**src/rtl/dsf_pkg.sv**
```systemverilog
`timescale 1ns / 1ps

package dsf_pkg;

   localparam int WINDOW_DEPTH = 16;
   localparam int SEQ_WIDTH    = 32;
   localparam int IN_WIDTH     = 32;
   localparam int FILL_WIDTH   = $clog2(WINDOW_DEPTH + 1);

   typedef logic [IN_WIDTH-1:0]     in_seq_type;
   typedef logic [SEQ_WIDTH-1:0]    seq_type;
   typedef logic [FILL_WIDTH-1:0]   fill_type;
   typedef logic [WINDOW_DEPTH-1:0] window_type;

   typedef enum logic [2:0] {
      ST_IDLE    = 3'b001,
      ST_COMPARE = 3'b010,
      ST_UPDATE  = 3'b100
   } state_type;

   typedef struct packed {
      logic load;
      logic compare;
      logic commit;
   } cmd_type;

endpackage

```
**src/rtl/dsf_req_if.sv**
```systemverilog
`timescale 1ns / 1ps

interface dsf_req_if;
   import dsf_pkg::*;

   logic       valid;
   logic       ready;
   in_seq_type seq_number;

   modport source (output valid, output seq_number, input ready);
   modport sink (input valid, input seq_number, output ready);
endinterface

```
**src/rtl/dsf_rsp_if.sv**
```systemverilog
`timescale 1ns / 1ps

interface dsf_rsp_if;
   logic valid;
   logic ready;
   logic is_duplicate;

   modport source (output valid, output is_duplicate, input ready);
   modport sink (input valid, input is_duplicate, output ready);
endinterface

```
**src/rtl/dsf_controller.sv**
```systemverilog
`timescale 1ns / 1ps

module dsf_controller (
   input  logic             clock,
   input  logic             reset,
   input  logic             req_valid,
   output logic             req_ready,
   output logic             rsp_valid,
   input  logic             rsp_ready,
   output dsf_pkg::cmd_type cmd
);
   import dsf_pkg::*;

   state_type state_ff;
   state_type state_in;
   logic      rsp_valid_ff;
   logic      rsp_valid_in;
   logic      commit;

   assign req_ready = (state_ff == ST_IDLE);
   assign rsp_valid = rsp_valid_ff;
   assign commit    = (state_ff == ST_UPDATE) && (!rsp_valid_ff || rsp_ready);

   assign cmd.load    = req_ready && req_valid;
   assign cmd.compare = (state_ff == ST_COMPARE);
   assign cmd.commit  = commit;

   always_comb begin
      state_in = state_ff;
      unique case (state_ff)
         ST_IDLE: begin
            if (req_valid) begin
               state_in = ST_COMPARE;
            end
         end
         ST_COMPARE: begin
            state_in = ST_UPDATE;
         end
         ST_UPDATE: begin
            if (commit) begin
               state_in = ST_IDLE;
            end
         end
         default: begin
            state_in = ST_IDLE;
         end
      endcase
   end

   always_comb begin
      priority if (commit) begin
         rsp_valid_in = 1'b1;
      end else if (rsp_ready) begin
         rsp_valid_in = 1'b0;
      end else begin
         rsp_valid_in = rsp_valid_ff;
      end
   end

   always_ff @(posedge clock) begin
      if (reset) begin
         state_ff     <= ST_IDLE;
         rsp_valid_ff <= 1'b0;
      end else begin
         state_ff     <= state_in;
         rsp_valid_ff <= rsp_valid_in;
      end
   end

endmodule

```
**src/rtl/dsf_datapath.sv**
```systemverilog
`timescale 1ns / 1ps

module dsf_datapath (
   input  logic                clock,
   input  logic                reset,
   input  dsf_pkg::cmd_type    cmd,
   input  dsf_pkg::in_seq_type req_seq_number,
   output logic                rsp_is_duplicate
);
   import dsf_pkg::*;

   seq_type    seq_ff;
   seq_type    seq_in;
   seq_type    cells_ff [WINDOW_DEPTH];
   seq_type    cells_in [WINDOW_DEPTH];
   seq_type    next_up  [WINDOW_DEPTH];
   fill_type   fill_ff;
   fill_type   fill_in;
   window_type match_ff;
   window_type match_in;
   window_type shift;
   logic       dup_ff;
   logic       dup_in;
   logic       dup;
   logic       full;
   logic       drop;
   fill_type   wpos;

   assign seq_in = cmd.load ? SEQ_WIDTH'(req_seq_number) : seq_ff;

   always_comb begin
      for (int k = 0; k < WINDOW_DEPTH; k++) begin
         match_in[k] = cmd.compare ? ((FILL_WIDTH'(k) < fill_ff) && (cells_ff[k] == seq_ff))
                                   : match_ff[k];
      end
   end

   for (genvar g = 0; g < WINDOW_DEPTH; g++) begin : g_next
      if (g == WINDOW_DEPTH - 1) begin : g_last
         assign next_up[g] = seq_ff;
      end else begin : g_inner
         assign next_up[g] = cells_ff[g+1];
      end
   end

   assign dup  = |match_ff;
   assign full = (fill_ff == FILL_WIDTH'(WINDOW_DEPTH));
   assign drop = dup || full;
   assign wpos = drop ? fill_ff - FILL_WIDTH'(1) : fill_ff;

   // A cell shifts toward the oldest end when it sits at or above the dropped cell.
   always_comb begin
      window_type ones;
      ones = '1;
      for (int k = 0; k < WINDOW_DEPTH; k++) begin
         shift[k] = dup ? |(match_ff & ~(ones << (k + 1))) : full;
      end
   end

   always_comb begin
      for (int k = 0; k < WINDOW_DEPTH; k++) begin
         priority if (cmd.commit && (FILL_WIDTH'(k) == wpos)) begin
            cells_in[k] = seq_ff;
         end else if (cmd.commit && shift[k] && (FILL_WIDTH'(k) < wpos)) begin
            cells_in[k] = next_up[k];
         end else begin
            cells_in[k] = cells_ff[k];
         end
      end
   end

   assign fill_in = (cmd.commit && !drop) ? fill_ff + FILL_WIDTH'(1) : fill_ff;
   assign dup_in  = cmd.commit ? dup : dup_ff;

   assign rsp_is_duplicate = dup_ff;

   always_ff @(posedge clock) begin
      if (reset) begin
         fill_ff <= '0;
      end else begin
         fill_ff <= fill_in;
      end
   end

   always_ff @(posedge clock) begin
      seq_ff   <= seq_in;
      match_ff <= match_in;
      dup_ff   <= dup_in;
      cells_ff <= cells_in;
   end

endmodule

```
**src/rtl/duplicate_sequence_filter_top.sv**
```systemverilog
`timescale 1ns / 1ps

// Duplicate sequence filter: each beat on the request channel carries one packet sequence
// number, and each beat on the response channel says whether that number was already held in
// a window of the most recent distinct numbers, which then moves it to the newest place; a new
// number is appended, dropping the oldest when the window is full. The window starts empty
// after reset. Each item passes the idle, compare and update states: the beat is taken in
// the idle state, the compare state registers the compare result of all window cells, and
// the update state updates the window and loads the response register; no new beat is taken
// until then. The response register lets the next request beat be taken while an earlier
// response waits; if it is still held when the next item is ready to finish, the block waits.

module duplicate_sequence_filter_top (
   input logic        clock,
   input logic        reset,
   dsf_req_if.sink    req_if,
   dsf_rsp_if.source  rsp_if
);
   import dsf_pkg::*;

   cmd_type cmd;

   dsf_controller u_dsf_controller (
      .clock     (clock),
      .reset     (reset),
      .req_valid (req_if.valid),
      .req_ready (req_if.ready),
      .rsp_valid (rsp_if.valid),
      .rsp_ready (rsp_if.ready),
      .cmd       (cmd)
   );

   dsf_datapath u_dsf_datapath (
      .clock            (clock),
      .reset            (reset),
      .cmd              (cmd),
      .req_seq_number   (req_if.seq_number),
      .rsp_is_duplicate (rsp_if.is_duplicate)
   );

endmodule

```
**src/flat_wrapper.sv**
```systemverilog
// flat-port wrapper written by rule: the top's interface ports become plain ports
module duplicate_sequence_filter_top_flat import dsf_pkg::*;
  (clock, reset, req_if_valid, req_if_seq_number, req_if_ready, rsp_if_valid, rsp_if_is_duplicate, rsp_if_ready);
  dsf_req_if req_if_i ();
  dsf_rsp_if rsp_if_i ();
  input logic clock;
  input logic reset;
  input wire logic [$bits(req_if_i.valid)-1:0] req_if_valid;
  input wire logic [$bits(req_if_i.seq_number)-1:0] req_if_seq_number;
  output wire logic [$bits(req_if_i.ready)-1:0] req_if_ready;
  output wire logic [$bits(rsp_if_i.valid)-1:0] rsp_if_valid;
  output wire logic [$bits(rsp_if_i.is_duplicate)-1:0] rsp_if_is_duplicate;
  input wire logic [$bits(rsp_if_i.ready)-1:0] rsp_if_ready;
  assign req_if_i.valid = req_if_valid;
  assign req_if_i.seq_number = req_if_seq_number;
  assign req_if_ready = req_if_i.ready;
  assign rsp_if_valid = rsp_if_i.valid;
  assign rsp_if_is_duplicate = rsp_if_i.is_duplicate;
  assign rsp_if_i.ready = rsp_if_ready;
  duplicate_sequence_filter_top u_core (.clock(clock), .reset(reset), .req_if(req_if_i), .rsp_if(rsp_if_i));
endmodule
```
**config.mk**
```make
export PLATFORM = sky130hd
export DESIGN_NAME = duplicate_sequence_filter_top_flat
export DESIGN_NICKNAME = d
export VERILOG_FILES = /design/src/rtl/dsf_pkg.sv /design/src/rtl/dsf_req_if.sv /design/src/rtl/dsf_rsp_if.sv /design/src/rtl/dsf_controller.sv /design/src/rtl/dsf_datapath.sv /design/src/rtl/duplicate_sequence_filter_top.sv /design/src/flat_wrapper.sv
export SDC_FILE = /design/constraint.sdc
export NUM_CORES = 1
export LEC_CHECK = 0
export BUFFER_PORTS_ARGS = -buffer_cell sky130_fd_sc_hd__buf_2
export CORE_MARGIN = 5
export CORE_UTILIZATION = 55
export CTS_CLUSTER_SIZE = 25
export DETAILED_ROUTE_END_ITERATION = 10
export PLACE_DENSITY = 0.76
export SLEW_MARGIN = 0
export SYNTH_ARGS = -nofsm -noshare
export SYNTH_HDL_FRONTEND = slang
export SYNTH_HIERARCHICAL = 1
export SYNTH_SLANG_ARGS = --single-unit
```
**constraint.sdc**
```tcl
create_clock -name clock -period 5.1 [get_ports clock]
set_clock_uncertainty 0.15 [all_clocks]
set_input_delay 1.02 -clock clock [delete_from_list [all_inputs] [get_ports clock]]
set_output_delay 1.02 -clock clock [all_outputs]
set_load 0.03 [all_outputs]
```
-- After elaboration in Yosys (flattened, before gate mapping)
Index checks and enable logic that the tools add are counted.
- register bits: 570
- bits of input ports: 36
- add/subtract/negate cells: 2
- $lt $le $gt $ge: 32
- eq/ne operators: 37
- multiplexer cells: 54
- reductions and logical operators: 105
- operators with widths (operator ; count):
    2-to-1 mux 32 bit ; 32
    == test 32 bit ; 16
    < comparator 4 x 5 -> 1 bit, first input constant ; 16
    logical AND 1 bit ; 67
    == test 4 x 5 -> 1 bit, first input constant ; 8
    < comparator 3 x 5 -> 1 bit, first input constant ; 8
    nonzero test 2 bit ; 17
    == test 3 x 5 -> 1 bit, first input constant ; 4
    < comparator 1 x 5 -> 1 bit, first input constant ; 4
    < comparator 2 x 5 -> 1 bit, first input constant ; 4
    2-to-1 mux 1 bit ; 18
    OR reduction 16 bit ; 1
    OR reduction 15 bit ; 1
    OR reduction 14 bit ; 1
    OR reduction 13 bit ; 1
    OR reduction 12 bit ; 1
    OR reduction 11 bit ; 1
    == test 2 x 5 -> 1 bit, first input constant ; 2
    OR reduction 10 bit ; 1
    one-hot mux 3 bit (3 select lines) ; 1
    OR reduction 9 bit ; 1
    OR reduction 8 bit ; 1
    OR reduction 7 bit ; 1
    2-to-1 mux 3 bit ; 2
    18 further kinds ; 21

-- Longest topological paths before layout
- depth in word-level cells: 7
- gate-level depth with buffers: 13
- depth with buffers taken out: 9

-- Cells and area by module
The synthesis kept the hierarchy.
- by module, submodules not included (module ; instances ; cells each ; area each (um^2) ; seq. area each (um^2)):
    dsf_datapath ; 1 ; 2092 ; 29996.3 ; 16946.3
    dsf_controller ; 1 ; 23 ; 197.7 ; 80.1

-- Worst setup path before layout
No wires, ideal clock.
- kind: reg-to-reg
- start: register u_core.u_dsf_datapath.match_ff[2]
- end: register u_core/u_dsf_datapath/cells_ff[160] in the netlist's numbering, enable pin
- library setup time: 0.470 ns
- arrival time: 4.778 ns
- required time: 4.480 ns
- setup slack: -0.298 ns
- stages on the path, launching flop included: 11
- buffers on the path: 2
- clock period less this slack: 5.398 ns
- cells stage by stage: edfxtp_1 > or4_4 > nor4_4 > inv_2 > buf_2 > o211ai_2 > nand2_2 > buf_2 > nand3_1 > nand2_1 > o31ai_1
- word-level cells in the longest chain between the ends: 6
- elaborated cells between the ends (all ways): 11
- ends and longest elaborated chain (item ; RTL line ; RTL):
    start, declared ; dsf_datapath.sv:19 ; window_type match_ff;
    start signal, assigned ; dsf_datapath.sv:87 ; match_ff <= match_in;
    OR reduction 16 bit * ; dsf_datapath.sv:46 ; assign dup = |match_ff;
    named net u_core.u_dsf_datapath.dup ; dsf_datapath.sv:24 ; logic dup;
    logical OR 1 bit ; dsf_datapath.sv:48 ; assign drop = dup || full;
    2-to-1 mux 5 bit ; dsf_datapath.sv:49 ; assign wpos = drop ? fill_ff - FILL_WIDTH'(1) : fill_ff;
    < comparator 4 x 5 -> 1 bit or == test 4 x 5 -> 1 bit (tied branches) ; dsf_datapath.sv:64, dsf_datapath.sv:62 ;
    logical AND 1 bit (on tied branches) ; dsf_datapath.sv:64, dsf_datapath.sv:62 ;
    nonzero test 2 bit (no line) * ; -- ;
    end signal, assigned ; dsf_datapath.sv:89 ; cells_ff <= cells_in;
    end, declared ; dsf_datapath.sv:14 ; seq_type cells_ff [WINDOW_DEPTH];
The timed path passes the listed nets; every way through them passes the cells marked *.
A chain may end at the register's enable or synchronous reset.

-- Worst setup path after layout
- start: register u_core.u_dsf_datapath.match_ff[2]
- end: register u_core/u_dsf_datapath/cells_ff[251] in the netlist's numbering, enable pin
- word-level cells in the longest chain between the ends: 6
- elaborated cells between the ends (all ways): 11
- ends and longest elaborated chain (item ; RTL line):
    OR reduction 16 bit ; dsf_datapath.sv:46
    logical OR 1 bit ; dsf_datapath.sv:48
    2-to-1 mux 5 bit ; dsf_datapath.sv:49
    < comparator 4 x 5 -> 1 bit or == test 4 x 5 -> 1 bit (tied branches) ; dsf_datapath.sv:64, dsf_datapath.sv:62
    logical AND 1 bit (on tied branches) ; dsf_datapath.sv:64, dsf_datapath.sv:62
    nonzero test 2 bit (no line) * ; --
Every way passes the cells marked *; elsewhere a longest branch is shown, timed or not.

==> impl_metrics.tcl <==
set metrics [dict create \
    outcome "complete, no violations" \
    io_pins 39 \
    synthMuxAreaShare_pct 18.37 \
    utilization_pct 60.97 \
    clock_sinks 570 \
    synth-compound-area-share_pct 1.595 \
    synthArstFlopShare_pct 0 \
    wirelength_mm 82.56 \
    n_fill_cell 4012 \
    clockBufferDepth 3 \
    ctsHoldBuffers 0 \
    path_max_fanout 33 \
    postRouteAntennaNets 0 \
    ys_warn_count 6 \
    cp-start-kind "flop" \
    synth_top_area_cell "edfxtp_1" \
    grt_pass1_wl_mm 121.3 \
    rr_startpoint "u_core/u_dsf_datapath/match_ff[2]" \
    rows 85 \
    num_vias 18050 \
    wire_per_inst_um 28.87 \
    synth_nets 2155 \
    fmax_mhz 213.2 \
    relSlewSlack_pct 23.96 \
    synth_edf_count 561 \
    htree_levels 2 \
    dieArea_mm2 0.05968 \
    synth_cells 2115 \
    max_slew.worst_pin.slew_ns 1.141 \
    syn-cell-area_mm2 0.03019 \
    synth_cell_types 68 \
    synth_top_family_by_area "multiplexers" \
    overflow 0 \
    final_hold_viol_count 0 \
    core_mm2 0.05413 \
    antenna_found_initial 5 \
    startpoint "u_core/u_dsf_datapath/match_ff[2]" \
    synthSimpleGateAreaFrac_pct 5.540 \
    cts_buffers 58 \
    clock_latency_ns 0.64 \
    place_ws_ns 0.4460 \
    place_hpwl_mm 57.99 \
    worst_ep_required_time_ns 5.25 \
    nets 2165 \
    grt.total_usage_pct 27.33 \
    initial_core_util_pct 55.78 \
    area_growth_pct 9.316 \
    synth_xor_area_share_pct 14.94 \
    crit_path_end_kind "flop" \
    synth-seq-area-share_pct 56.39 \
    postCtsSetupBuffers 0 \
    cts_tree "yes" \
    multi_input_area_mm2 0.01239 \
    seq_area_mm2 0.01703 \
    finalCritPeriodShare_pct 91.98 \
    port_buffers 38 \
    power.density_mw_per_mm2 296.1 \
    rsz0062_at_grt "false" \
    drc 0 \
    worstHoldStart "u_core/u_dsf_controller/state_ff[0]" \
    worstPathArrival_ns 4.84 \
    synth_ff_type "edfxtp_1" \
    worst_slack_ns 0.4088 \
    min_period_ns 4.691 \
    cts_resized 0 \
    leakagePower_uw 0.01067 \
    slew_viol_final 0 \
    ir_drop_mv 0.2603 \
    synth_adder_area_share_pct 0.1658 \
    synth.ff_latch_count 570 \
    path_class "flop to flop" \
    clkTransAtPathRegs_ns 0.06 \
    fp.dieH_um 244.3 \
    hold_path_class "flop to flop" \
    avgSynthCellArea_um2 14.28 \
    grt_max_degree 34 \
    cts-root-buf "clkbuf_16" \
    grt_pass1_vias 17960 \
    yosys-top-cells-area "edfxtp_1 (56%), mux2_2 (15%), xnor2_1 (8.3%)" \
    vias_per_cell 6.309 \
    setup_viol 0 \
    synth_top_area_share_pct 55.79 \
    drive_gt1_share_pct 31.61 \
    drtIter0Drc 2254 \
    gp_congestion 0.9962 \
    antennaDiodeCount 0 \
    maxCapViolCount 0 \
    dieWidth_um 244.3 \
    drt-pass1-iter-count 5 \
]
-- through the flow --
stage / hold WS, ns / instance area [µm²] / TNS (ns) / instances / total power [µW]
final: 0.3840 / 33010 / 0 / 2860 / 9773
after global routing: 0.3792 / 33010 / 0 / 2860 / 10060
after CTS: 0.3662 / 33010 / 0 / 2860 / 9810
after detailed placement: 0.3774 / 31290 / 0 / 2761 / 5868
after global placement: 0.3562 / 31290 / 0 / 2761 / 5857
after floorplan: 0.2744 / 30190 / -34.03 / 2115 / 5622
-- cell type report --
cell class              count  area share (%)
multi-input cells        1348           37.53
flip-flops and latches    570           51.58
repair buffers            142           2.980
clock inverters            29          0.6748
clock buffers              70           4.534
inverters                   5         0.05686
well taps                 696           2.638
-- logic make-up after synthesis --
kind of cell,after synthesis
AOI/OAI and AO/OA,65
xor gates and xnor gates,515
adders and majority gates,4
buffers and inverters,197
DFF,570
muxes,483
and+or+nand+nor,281
-- Yosys cell counts, drive strengths merged, types with 4 or more instances --
master and instances:
o21ai 14, clkbuf 98, xnor2 287, ha 4
dfxtp 9, a2111oi 5, a31oi 4, nor3b 4
o31ai 4, nand2 26, nor2 30, a21boi 4
or4 10, mux2 481, nor3 14, xor2 228
o32ai 4, nor4 72, or3 5, a21oi 9
inv 4, edfxtp 561, nor2b 6, nand2b 4
and2 5, nand4 80, buf 94, nand3 19
-- flip-flops by register name, summed over array words and instances, names as in the netlist --
register / flops
u_core/u_dsf_datapath/fill_ff: 5
u_core/u_dsf_controller/rsp_valid: 1
u_core/u_dsf_datapath/match_ff: 16
u_core/u_dsf_datapath/seq_ff: 32
u_core/u_dsf_datapath/cells_ff: 512
u_core/u_dsf_controller/state_ff: 3
u_core/u_dsf_datapath/rsp_is_duplicate: 1
-- worst max-delay path, cell delays in order (launching register included) --
cell      delay, ns
edfxtp_1       0.41
or4_4          0.57
nor4_4         0.61
inv_2          0.24
a21o_1         0.22
nand2_2        0.27
and2_1         0.29
nand3_2        0.69
o31ai_4        0.50
buf_4          0.42
-- where the power goes --
group / internal [µW] / total (µW) / leakage (µW) / switching [µW]
clock: 2220 / 3990 / 0.000830 / 1770
combinational: 215 / 605 / 0.00473 / 390
sequential: 5120 / 5180 / 0.00511 / 66.2
total: 7550 / 9770 / 0.0107 / 2230
-- path summary, 6_finish.rpt --
kind,end,slack [ns],depth (start not counted)
setup / recovery,u_core/u_dsf_datapath/cells_ff[251],0.41,9
hold reg to reg,u_core/u_dsf_controller/state_ff[2],0.38,1
setup reg to reg,u_core/u_dsf_datapath/cells_ff[251],0.41,9
hold / removal,u_core/u_dsf_controller/state_ff[2],0.38,1
-- placed cells by master, fill, tap and decap left out, types with 24 or more instances in the layout --
cell type | synthesis | layout
xnor2_1 | 287 | 287
mux2_2 | 409 | 409
buf_2 | 29 | 38
nor4_1 | 71 | 71
clkbuf_16 | 0 | 58
edfxtp_1 | 561 | 561
nand2_1 | 24 | 24
xor2_1 | 228 | 228
mux2_1 | 43 | 43
nor2_1 | 28 | 28
nand4_1 | 80 | 80
buf_4 | 17 | 103
mux2_4 | 29 | 29
-- per-layer routing --
metal | GRT usage, % | vias to the layer above | wire [µm]
li1 | - | 7811 | -
met1 | 41.89 | 9134 | 36180
met2 | 39.14 | 950 | 34830
met3 | 6.988 | 146 | 9259
met4 | 6.937 | 4 | 2270
met5 | 0 | - | 13
No activity file was read; power rests on OpenSTA's default activity.
